===== src/rtl/core/fau_pkg.sv =====
package fau_pkg;

  localparam int unsigned NumW  = 16;
  localparam int unsigned DenW  = 15;
  localparam int unsigned WordW = 32;
  localparam int unsigned RdW   = 30;
  localparam int unsigned ShW   = 5;

  typedef enum logic [1:0] {
    ACT_ADD = 2'd0,
    ACT_SUB = 2'd1,
    ACT_MUL = 2'd2,
    ACT_LCD = 2'd3
  } act_e;

  // operands of the GCD engine
  typedef enum logic {
    GSRC_DEN = 1'b0,
    GSRC_RES = 1'b1
  } gsrc_e;

  // where a finished quotient goes; also picks the dividend
  typedef enum logic [1:0] {
    DDST_QA  = 2'd0,
    DDST_QB  = 2'd1,
    DDST_MAG = 2'd2,
    DDST_RD  = 2'd3
  } ddst_e;

  typedef enum logic [1:0] {
    MSEL_P0 = 2'd0,
    MSEL_P1 = 2'd1,
    MSEL_P2 = 2'd2
  } msel_e;

  typedef enum logic [1:0] {
    OK_NORM = 2'd0,
    OK_ZERO = 2'd1,
    OK_LCD  = 2'd2,
    OK_ERR  = 2'd3
  } okind_e;

  typedef struct packed {
    logic   load_in;
    logic   gcd_load;
    gsrc_e  gcd_src;
    logic   gcd_step;
    logic   div_load;
    ddst_e  div_dst;
    logic   div_step;
    logic   mul_en;
    msel_e  mul_sel;
    logic   res_load;
    logic   out_load;
    okind_e out_kind;
  } cmd_t;

  typedef struct packed {
    logic den_zero;
    logic gcd_done;
    logic div_last;
    logic rn_zero;
    logic is_lcd;
  } sts_t;

endpackage


===== src/rtl/core/fau_datapath.sv =====
module fau_datapath (
  input  logic                       clk_i,
  input  fau_pkg::cmd_t              cmd_i,
  output fau_pkg::sts_t              sts_o,
  input  logic [1:0]                 action_i,
  input  logic [fau_pkg::NumW-1:0]   num_a_i,
  input  logic [fau_pkg::DenW-1:0]   den_a_i,
  input  logic [fau_pkg::NumW-1:0]   num_b_i,
  input  logic [fau_pkg::DenW-1:0]   den_b_i,
  output logic [fau_pkg::WordW-1:0]  num_out_o,
  output logic [fau_pkg::RdW-1:0]    den_out_o,
  output logic                       status_o
);
  import fau_pkg::*;

  // operands
  act_e               act_q;
  logic signed [NumW-1:0] na_q, nb_q;
  logic [DenW-1:0]    da_q, db_q;

  // binary GCD engine
  logic [WordW-1:0]   gcd_a_q, gcd_b_q, gcd_res;
  logic [ShW-1:0]     gcd_k_q;
  logic [WordW-1:0]   g_q;
  logic               gcd_done;

  // restoring divider, divisor is g_q
  logic [WordW-1:0]   div_r_q, div_qt_q, div_rn, div_qn, div_src;
  logic [ShW-1:0]     div_cnt_q;
  ddst_e              div_dst_q;
  logic [WordW:0]     div_t, div_diff;
  logic               div_ge, div_last;

  // products and reduced result
  logic signed [NumW:0]       op_a, op_b;
  logic signed [2*NumW+1:0]   prod;
  logic signed [WordW-1:0]    p0_q, p1_q, p2_q, rn_w;
  logic [WordW-1:0]           mag_w, mag_q;
  logic [RdW-1:0]             rd_w, rd_q;
  logic [DenW-1:0]            qa_q, qb_q;
  logic                       neg_q;

  logic [WordW-1:0]   num_q;
  logic [RdW-1:0]     den_q;
  logic               st_q;

  always_ff @(posedge clk_i) begin
    if (cmd_i.load_in) begin
      act_q <= act_e'(action_i);
      na_q  <= num_a_i;
      da_q  <= den_a_i;
      nb_q  <= num_b_i;
      db_q  <= den_b_i;
    end
  end

  // GCD
  assign gcd_done = (gcd_a_q == '0) || (gcd_b_q == '0);
  assign gcd_res  = (gcd_a_q | gcd_b_q) << gcd_k_q;

  always_ff @(posedge clk_i) begin
    if (cmd_i.gcd_load) begin
      gcd_k_q <= '0;
      if (cmd_i.gcd_src == GSRC_DEN) begin
        gcd_a_q <= {{(WordW-DenW){1'b0}}, da_q};
        gcd_b_q <= {{(WordW-DenW){1'b0}}, db_q};
      end else begin
        gcd_a_q <= mag_w;
        gcd_b_q <= {{(WordW-RdW){1'b0}}, rd_w};
      end
    end else if (cmd_i.gcd_step) begin
      if (gcd_done) begin
        g_q <= gcd_res;
      end else if (!gcd_a_q[0] && !gcd_b_q[0]) begin
        gcd_a_q <= gcd_a_q >> 1;
        gcd_b_q <= gcd_b_q >> 1;
        gcd_k_q <= gcd_k_q + 1'b1;
      end else if (!gcd_a_q[0]) begin
        gcd_a_q <= gcd_a_q >> 1;
      end else if (!gcd_b_q[0]) begin
        gcd_b_q <= gcd_b_q >> 1;
      end else if (gcd_a_q >= gcd_b_q) begin
        gcd_a_q <= (gcd_a_q - gcd_b_q) >> 1;
      end else begin
        gcd_b_q <= (gcd_b_q - gcd_a_q) >> 1;
      end
    end
  end

  // divider
  always_comb begin
    case (cmd_i.div_dst)
      DDST_QA:  div_src = {{(WordW-DenW){1'b0}}, da_q};
      DDST_QB:  div_src = {{(WordW-DenW){1'b0}}, db_q};
      DDST_MAG: div_src = mag_q;
      DDST_RD:  div_src = {{(WordW-RdW){1'b0}}, rd_q};
      default:  div_src = mag_q;
    endcase
  end

  assign div_t    = {div_r_q, div_qt_q[WordW-1]};
  assign div_diff = div_t - {1'b0, g_q};
  assign div_ge   = div_t >= {1'b0, g_q};
  assign div_rn   = div_ge ? div_diff[WordW-1:0] : div_t[WordW-1:0];
  assign div_qn   = {div_qt_q[WordW-2:0], div_ge};
  assign div_last = div_cnt_q == ShW'(WordW - 1);

  always_ff @(posedge clk_i) begin
    if (cmd_i.div_load) begin
      div_r_q   <= '0;
      div_qt_q  <= div_src;
      div_cnt_q <= '0;
      div_dst_q <= cmd_i.div_dst;
    end else if (cmd_i.div_step) begin
      div_r_q   <= div_rn;
      div_qt_q  <= div_qn;
      div_cnt_q <= div_cnt_q + 1'b1;
    end
  end

  // multiplier, one product per cycle
  always_comb begin
    op_a = {na_q[NumW-1], na_q};
    op_b = {nb_q[NumW-1], nb_q};
    case (cmd_i.mul_sel)
      MSEL_P0: begin
        op_a = {na_q[NumW-1], na_q};
        op_b = (act_q == ACT_MUL) ? {nb_q[NumW-1], nb_q} : {2'b00, qb_q};
      end
      MSEL_P1: begin
        if (act_q == ACT_MUL) begin
          op_a = {2'b00, da_q};
          op_b = {2'b00, db_q};
        end else begin
          op_a = {nb_q[NumW-1], nb_q};
          op_b = {2'b00, qa_q};
        end
      end
      MSEL_P2: begin
        op_a = {2'b00, qa_q};
        op_b = {2'b00, db_q};
      end
      default: begin
        op_a = '0;
        op_b = '0;
      end
    endcase
  end

  assign prod = op_a * op_b;

  always_ff @(posedge clk_i) begin
    if (cmd_i.mul_en) begin
      case (cmd_i.mul_sel)
        MSEL_P0: p0_q <= prod[WordW-1:0];
        MSEL_P1: p1_q <= prod[WordW-1:0];
        MSEL_P2: p2_q <= prod[WordW-1:0];
        default: p2_q <= prod[WordW-1:0];
      endcase
    end
  end

  always_comb begin
    case (act_q)
      ACT_ADD: rn_w = p0_q + p1_q;
      ACT_SUB: rn_w = p0_q - p1_q;
      default: rn_w = p0_q;
    endcase
  end

  assign rd_w  = (act_q == ACT_MUL) ? p1_q[RdW-1:0] : p2_q[RdW-1:0];
  assign mag_w = rn_w[WordW-1] ? WordW'(-rn_w) : WordW'(rn_w);

  // result registers; a finished quotient lands in its destination
  always_ff @(posedge clk_i) begin
    if (cmd_i.res_load) begin
      mag_q <= mag_w;
      rd_q  <= rd_w;
      neg_q <= rn_w[WordW-1];
    end else if (cmd_i.div_step && div_last) begin
      case (div_dst_q)
        DDST_QA:  qa_q  <= div_qn[DenW-1:0];
        DDST_QB:  qb_q  <= div_qn[DenW-1:0];
        DDST_MAG: mag_q <= div_qn;
        DDST_RD:  rd_q  <= div_qn[RdW-1:0];
        default:  mag_q <= div_qn;
      endcase
    end
  end

  always_ff @(posedge clk_i) begin
    if (cmd_i.out_load) begin
      case (cmd_i.out_kind)
        OK_NORM: begin
          num_q <= neg_q ? (~mag_q + 1'b1) : mag_q;
          den_q <= rd_q;
          st_q  <= 1'b0;
        end
        OK_ZERO: begin
          num_q <= '0;
          den_q <= RdW'(1);
          st_q  <= 1'b0;
        end
        OK_LCD: begin
          num_q <= '0;
          den_q <= p2_q[RdW-1:0];
          st_q  <= 1'b0;
        end
        default: begin
          num_q <= '0;
          den_q <= '0;
          st_q  <= 1'b1;
        end
      endcase
    end
  end

  assign sts_o.den_zero = (da_q == '0) || (db_q == '0);
  assign sts_o.gcd_done = gcd_done;
  assign sts_o.div_last = div_last;
  assign sts_o.rn_zero  = rn_w == '0;
  assign sts_o.is_lcd   = act_q == ACT_LCD;

  assign num_out_o = num_q;
  assign den_out_o = den_q;
  assign status_o  = st_q;

endmodule


===== src/rtl/core/fau_ctrl.sv =====
module fau_ctrl (
  input  logic          clk_i,
  input  logic          rst_ni,
  input  logic          in_valid_i,
  output logic          in_ready_o,
  output logic          out_valid_o,
  input  logic          out_ready_i,
  input  fau_pkg::sts_t sts_i,
  output fau_pkg::cmd_t cmd_o
);
  import fau_pkg::*;

  typedef enum logic [4:0] {
    S_IDLE,
    S_CHK,
    S_GCD1,
    S_DIVA_LD,
    S_DIVA,
    S_DIVB_LD,
    S_DIVB,
    S_MUL0,
    S_MUL1,
    S_MUL2,
    S_RES,
    S_GCD2,
    S_DIVN_LD,
    S_DIVN,
    S_DIVD_LD,
    S_DIVD,
    S_FIN
  } state_e;

  state_e state_q, state_d;
  okind_e kind_q, kind_d;
  logic   out_valid_q, out_valid_d;
  logic   out_free;

  assign out_free = !out_valid_q || out_ready_i;

  always_comb begin
    state_d     = state_q;
    kind_d      = kind_q;
    out_valid_d = out_valid_q && !out_ready_i;
    cmd_o       = '0;
    case (state_q)
      S_IDLE: begin
        if (in_valid_i) begin
          cmd_o.load_in = 1'b1;
          state_d       = S_CHK;
        end
      end
      S_CHK: begin
        cmd_o.gcd_load = 1'b1;
        cmd_o.gcd_src  = GSRC_DEN;
        if (sts_i.den_zero) begin
          kind_d  = OK_ERR;
          state_d = S_FIN;
        end else begin
          state_d = S_GCD1;
        end
      end
      S_GCD1: begin
        cmd_o.gcd_step = 1'b1;
        if (sts_i.gcd_done) state_d = S_DIVA_LD;
      end
      S_DIVA_LD: begin
        cmd_o.div_load = 1'b1;
        cmd_o.div_dst  = DDST_QA;
        state_d        = S_DIVA;
      end
      S_DIVA: begin
        cmd_o.div_step = 1'b1;
        if (sts_i.div_last) state_d = S_DIVB_LD;
      end
      S_DIVB_LD: begin
        cmd_o.div_load = 1'b1;
        cmd_o.div_dst  = DDST_QB;
        state_d        = S_DIVB;
      end
      S_DIVB: begin
        cmd_o.div_step = 1'b1;
        if (sts_i.div_last) state_d = S_MUL0;
      end
      S_MUL0: begin
        cmd_o.mul_en  = 1'b1;
        cmd_o.mul_sel = MSEL_P0;
        state_d       = S_MUL1;
      end
      S_MUL1: begin
        cmd_o.mul_en  = 1'b1;
        cmd_o.mul_sel = MSEL_P1;
        state_d       = S_MUL2;
      end
      S_MUL2: begin
        cmd_o.mul_en  = 1'b1;
        cmd_o.mul_sel = MSEL_P2;
        state_d       = S_RES;
      end
      S_RES: begin
        cmd_o.res_load = 1'b1;
        cmd_o.gcd_load = 1'b1;
        cmd_o.gcd_src  = GSRC_RES;
        if (sts_i.is_lcd) begin
          kind_d  = OK_LCD;
          state_d = S_FIN;
        end else if (sts_i.rn_zero) begin
          kind_d  = OK_ZERO;
          state_d = S_FIN;
        end else begin
          kind_d  = OK_NORM;
          state_d = S_GCD2;
        end
      end
      S_GCD2: begin
        cmd_o.gcd_step = 1'b1;
        if (sts_i.gcd_done) state_d = S_DIVN_LD;
      end
      S_DIVN_LD: begin
        cmd_o.div_load = 1'b1;
        cmd_o.div_dst  = DDST_MAG;
        state_d        = S_DIVN;
      end
      S_DIVN: begin
        cmd_o.div_step = 1'b1;
        if (sts_i.div_last) state_d = S_DIVD_LD;
      end
      S_DIVD_LD: begin
        cmd_o.div_load = 1'b1;
        cmd_o.div_dst  = DDST_RD;
        state_d        = S_DIVD;
      end
      S_DIVD: begin
        cmd_o.div_step = 1'b1;
        if (sts_i.div_last) state_d = S_FIN;
      end
      S_FIN: begin
        // hold until the output register is free
        if (out_free) begin
          cmd_o.out_load = 1'b1;
          cmd_o.out_kind = kind_q;
          out_valid_d    = 1'b1;
          state_d        = S_IDLE;
        end
      end
      default: begin
        state_d = S_IDLE;
      end
    endcase
  end

  always_ff @(posedge clk_i or negedge rst_ni) begin
    if (!rst_ni) begin
      state_q     <= S_IDLE;
      kind_q      <= OK_NORM;
      out_valid_q <= 1'b0;
    end else begin
      state_q     <= state_d;
      kind_q      <= kind_d;
      out_valid_q <= out_valid_d;
    end
  end

  assign in_ready_o  = state_q == S_IDLE;
  assign out_valid_o = out_valid_q;

`ifndef SYNTHESIS
  // a pending result is never overwritten
  a_no_overwrite: assert property (@(posedge clk_i) disable iff (!rst_ni)
    cmd_o.out_load |-> (!out_valid_q || out_ready_i))
    else $error("result overwritten before transfer");

  // one item at a time
  a_single_item: assert property (@(posedge clk_i) disable iff (!rst_ni)
    (in_valid_i && in_ready_o) |=> !in_ready_o)
    else $error("input taken while busy");

  // a division stops after its last quotient bit
  a_div_ends: assert property (@(posedge clk_i) disable iff (!rst_ni)
    (cmd_o.div_step && sts_i.div_last) |=> !cmd_o.div_step)
    else $error("divider stepped past its last bit");

  // a new result only comes out of the final state
  a_valid_src: assert property (@(posedge clk_i) disable iff (!rst_ni)
    $rose(out_valid_o) |-> $past(state_q == S_FIN))
    else $error("result raised outside final state");
`endif

endmodule


===== src/rtl/core/fraction_arithmetic_unit.sv =====
// Rational arithmetic on two signed fractions (add, subtract, multiply, or
// least common denominator of the two denominators). Results are reduced by
// the GCD and carry the sign in the numerator; a zero result is 0/1 and a
// zero input denominator gives status 1 with both fields zero. One item is
// processed at a time. An add, subtract or multiply with a nonzero result
// runs two binary GCDs, four 32-step restoring divisions with their load
// states, and three multiplier products. The LCD action and a zero result
// skip the second GCD and the last two divisions; a zero denominator goes
// straight to the output. The next item is taken as soon as the result sits
// in the output register; a result still waiting there holds the next one
// in its final state.
module fraction_arithmetic_unit (
  input  logic        clk_i,
  input  logic        rst_ni,
  input  logic        s_axis_tvalid_i,
  output logic        s_axis_tready_o,
  // num_a[15:0], den_a[30:16], num_b[46:31], den_b[61:47], zero[63:62]
  input  logic [63:0] s_axis_tdata_i,
  // action[1:0]
  input  logic [1:0]  s_axis_tuser_i,
  output logic        m_axis_tvalid_o,
  input  logic        m_axis_tready_i,
  // num_out[31:0], den_out[61:32], zero[63:62]
  output logic [63:0] m_axis_tdata_o,
  // status[0]
  output logic        m_axis_tuser_o
);
  import fau_pkg::*;

  cmd_t             cmd;
  sts_t             sts;
  logic [WordW-1:0] num_out;
  logic [RdW-1:0]   den_out;

  fau_ctrl u_ctrl (
    .clk_i       (clk_i),
    .rst_ni      (rst_ni),
    .in_valid_i  (s_axis_tvalid_i),
    .in_ready_o  (s_axis_tready_o),
    .out_valid_o (m_axis_tvalid_o),
    .out_ready_i (m_axis_tready_i),
    .sts_i       (sts),
    .cmd_o       (cmd)
  );

  fau_datapath u_datapath (
    .clk_i     (clk_i),
    .cmd_i     (cmd),
    .sts_o     (sts),
    .action_i  (s_axis_tuser_i),
    .num_a_i   (s_axis_tdata_i[15:0]),
    .den_a_i   (s_axis_tdata_i[30:16]),
    .num_b_i   (s_axis_tdata_i[46:31]),
    .den_b_i   (s_axis_tdata_i[61:47]),
    .num_out_o (num_out),
    .den_out_o (den_out),
    .status_o  (m_axis_tuser_o)
  );

  assign m_axis_tdata_o = {2'b00, den_out, num_out};

endmodule


===== config.mk =====
export PLATFORM = sky130hd
export DESIGN_NAME = fraction_arithmetic_unit
export DESIGN_NICKNAME = d
export VERILOG_FILES = /design/src/rtl/core/fau_pkg.sv /design/src/rtl/core/fau_datapath.sv /design/src/rtl/core/fau_ctrl.sv /design/src/rtl/core/fraction_arithmetic_unit.sv
export SDC_FILE = /design/constraint.sdc
export NUM_CORES = 2
export LEC_CHECK = 0
export BUFFER_PORTS_ARGS = -buffer_cell sky130_fd_sc_hd__buf_2
export CORE_ASPECT_RATIO = 0.5
export CORE_MARGIN = 4
export CORE_UTILIZATION = 65
export DETAILED_ROUTE_END_ITERATION = 10
export GPL_TIMING_DRIVEN = 0
export PLACE_DENSITY = 0.79
export SETUP_SLACK_MARGIN = 0.2
export SLEW_MARGIN = 20
export SYNTH_ARGS = -nofsm -noshare
export SYNTH_HDL_FRONTEND = slang
export SYNTH_SLANG_ARGS = --single-unit

===== constraint.sdc =====
create_clock -name clk_i -period 21.2 [get_ports clk_i]
set_input_delay 2.12 -clock clk_i [delete_from_list [all_inputs] [get_ports clk_i]]
set_output_delay 2.12 -clock clk_i [all_outputs]
set_load 0.01 [all_outputs]

==> out/metrics.yaml <==
floorplan:
  die_h_um: 187
  die_width_um: 366
  start_util: 0.658
  top_level_ports: 137
  die_area_um2: 68300
  fp.coreArea_um2: 63200
  rows: 65
sta:
  max_freq_mhz: 90.0
  fin_setup_tns_ns: 0
  hold_viol: 0
  skew_ns: 0.0432
  period_minus_slack_ns: 11.11
  slew_viol_final: 0
  rsz0062_at_grt: "no"
  finalCritPeriodShare: 0.524
  fin_hold_ws_ns: 0.471
  tightest_slew_ns: 1.17
  setup_viol: 0
  slew_headroom: 0.219
synthesis:
  ys_seq_elements: 493
  synth-seq-area-share: 0.345
  synth.area.top_cells: "edfxtp_1 (32%), fa_1 (13%), ha_1 (7.3%)"
  yosysTopAreaCellShare: 0.320
  synthCells: 4330
  syn_avg_cell_area_um2: 9.60
  yosysTopAreaCell: "edfxtp_1"
  synth_cell_types: 110
  synth_edf_count: 443
  ys_warn_count: 0
  async_flop_share: 0.0162
  synth_flop_cell: "edfxtp_1"
  synth_area_um2: 41600
cts:
  clockBufferDepth: 3
  cts_resized: 0
  cts.clk_slew.worst_paths_ns: 0.07
  cts_root_buffer: "clkbuf_16"
  clock_latency_ns: 0.63
  cts_tree: "yes"
  cts_setup_buffers: 0
  hold_buffers: 0
  clock_sinks: 493
  cts_made_buffers: 48
  htree_levels: 2
setup_path:
  timing.critical_path.to: "u_datapath.p0_q[31]"
  slowest_delay_ns: 0.84
  crit_fanout: 10
  cpMostUsedCell: "fa_1"
  rrSetupSlack_ns: 10.09
  endpoint_kind: "flip-flop"
  startpoint: "u_datapath.act_q[1]"
  r2r-end: "u_datapath.p0_q[31]"
  required_ns: 21.55
  critPathArrivalTime_ns: 11.46
  crit_slowest_cell: "o41ai_1"
  worst_setup_path_start_kind: "flip-flop"
  reg2reg_from: "u_datapath.act_q[1]"
  crit_type: "reg -> reg"
  worstRegToRegCells: 32
global_routing:
  grt_max_degree: 65
  grt_util_all_layers: 0.419
  antenna_found_initial: 3
  grt_overflow: 0
  grt_pass1_vias: 35800
  grt_pass1_wl_um: 215000
final_layout:
  drive_gt1_frac: 0.0818
  fillers: 4740
  syn_to_final_growth_pct: 9.37
  multi_input_area_um2: 24900
  finalNetCount: 5150
  seq_area_um2: 14300
drt:
  dr.pass1.iters: 10
  vias: 36700
  wl_per_cell_um: 26.5
  drt_iter0_markers: 5692
  vias_per_cell: 6.75
  drc: 0
  drt_wl_total_um: 144000
  postRouteAntennaNets: 0
placement:
  dp_hpwl_um: 115000
  io_buffers: 132
  gp_congestion: 1.05
worst_hold_path:
  hold_class: "reg -> reg"
run_status:
  status: "finished, final reports clean"
job:
  maxCapViolCount: 0
[worst max-delay path, delay by kind of cell, from the launching register on]
kind | cells | cell delay, ns
compound gates | 8 | 2.44
xor+xnor | 1 | 0.18
fa+ha+maj | 7 | 3.50
buf+inv | 11 | 3.28
flops | 1 | 0.45
simple gates | 5 | 0.97
[through the flow]
stage / cell area [um2] / util / setup WS [ns] / std cells
after CTS: 45400 / 0.719 / 10.40 / 5431
after floorplan: 41600 / - / 12.52 / 4331
after global placement: 43300 / 0.685 / 10.03 / 5300
final: 45500 / 0.719 / 10.09 / 5437
after detailed placement: 43900 / 0.694 / 10.42 / 5343
after global routing: 45400 / 0.719 / 9.74 / 5432
[synthesized netlist by cell type, types with 25 or more instances]
cell and count:
a211oi_1 30, a21o_1 47, a21oi_1 302, a221oi_1 26, a22o_1 44, a22oi_1 27, a31oi_1 33, and2_1 32
clkbuf_1 166, dfxtp_1 42, edfxtp_1 443, fa_1 279, ha_1 244, inv_1 452, mux2i_1 86, nand2_1 419
nand2b_1 69, nand3_1 62, nand4_1 32, nor2_1 434, nor2b_1 35, nor3_1 75, nor4_1 48, o21ai_0 180
o21ai_1 25, o21bai_1 31, o22ai_1 28, o31ai_1 31, xnor2_1 134, xor2_1 71
[worst min path at each step]
stage / from / endpoint / slack [ns] / depth (start not counted)
floorplan: u_datapath.div_cnt_q[4] / u_datapath.div_cnt_q[4] / 0.44 / 2
global placement: u_datapath.div_cnt_q[4] / u_datapath.div_cnt_q[4] / 0.45 / 2
detailed placement: u_datapath.div_cnt_q[4] / u_datapath.div_cnt_q[4] / 0.46 / 2
CTS: u_datapath.div_cnt_q[4] / u_datapath.div_cnt_q[4] / 0.47 / 2
global route: u_datapath.div_cnt_q[4] / u_datapath.div_cnt_q[4] / 0.48 / 2
finish: u_datapath.div_cnt_q[4] / u_datapath.div_cnt_q[4] / 0.47 / 2
[kinds of logic after synthesis]
logic type	synth area share
AOI/OAI and AO/OA	0.163
xor gates and xnor gates	0.0436
adders and majority gates	0.208
buffers and inverters	0.0606
DFF	0.345
muxes	0.0343
other	0.0000902
and+or+nand+nor	0.146
[cells in the final DEF (no fill, tap or decap), types with 31 or more instances in the layout]
master,instances
a21o_1,47
a21oi_1,302
a22o_1,44
a31oi_1,33
and2_1,31
buf_2,154
clkbuf_1,175
clkbuf_16,49
dfxtp_1,42
edfxtp_1,443
fa_1,279
ha_1,244
inv_1,451
mux2i_1,86
nand2_1,418
nand2b_1,69
nand3_1,62
nand4_1,32
nor2_1,433
nor2b_1,34
nor3_1,71
nor4_1,46
o21ai_0,177
o21bai_1,31
o31ai_1,31
xnor2_1,134
xor2_1,71
[cell type report]
type / count / share of cell area
multi-input cells: 3179 / 0.547
flip-flops and latches: 493 / 0.316
inverters: 460 / 0.0380
clock buffers: 59 / 0.0278
repair buffers: 176 / 0.0245
well taps: 837 / 0.0230
plain buffers: 199 / 0.0175
clock inverters: 29 / 0.00647
diodes: 5 / 0.000275
[layer usage]
| metal | vias up | routed length [um] | GRT usage |
|---|---|---|---|
| met5 | - | 23 | 0 |
| li1 | 15800 | - | - |
| met3 | 601 | 21300 | 0.138 |
| met1 | 17600 | 52800 | 0.561 |
| met2 | 2737 | 60800 | 0.613 |
| met4 | 4 | 9060 | 0.210 |
[registers in the layout, summed over array words and instances (netlist names), 15 cells and up]
register and count:
u_datapath.den_out_o 30, u_datapath.gcd_a_q 32, u_datapath.p2_q 30, u_datapath.div_qt_q 32, u_datapath.qb_q 15, u_datapath.da_q 15
u_datapath.mag_q 32, u_datapath.nb_q 16, u_datapath.num_out_o 32, u_datapath.na_q 16, u_datapath.qa_q 15, u_datapath.div_r_q 32
u_datapath.gcd_b_q 31, u_datapath.g_q 32, u_datapath.p0_q 32, u_datapath.db_q 15, u_datapath.rd_q 30, u_datapath.p1_q 32
Power is not shown: default switching activity piles up to over one toggle a cycle in this logic, so the estimate is an artifact.
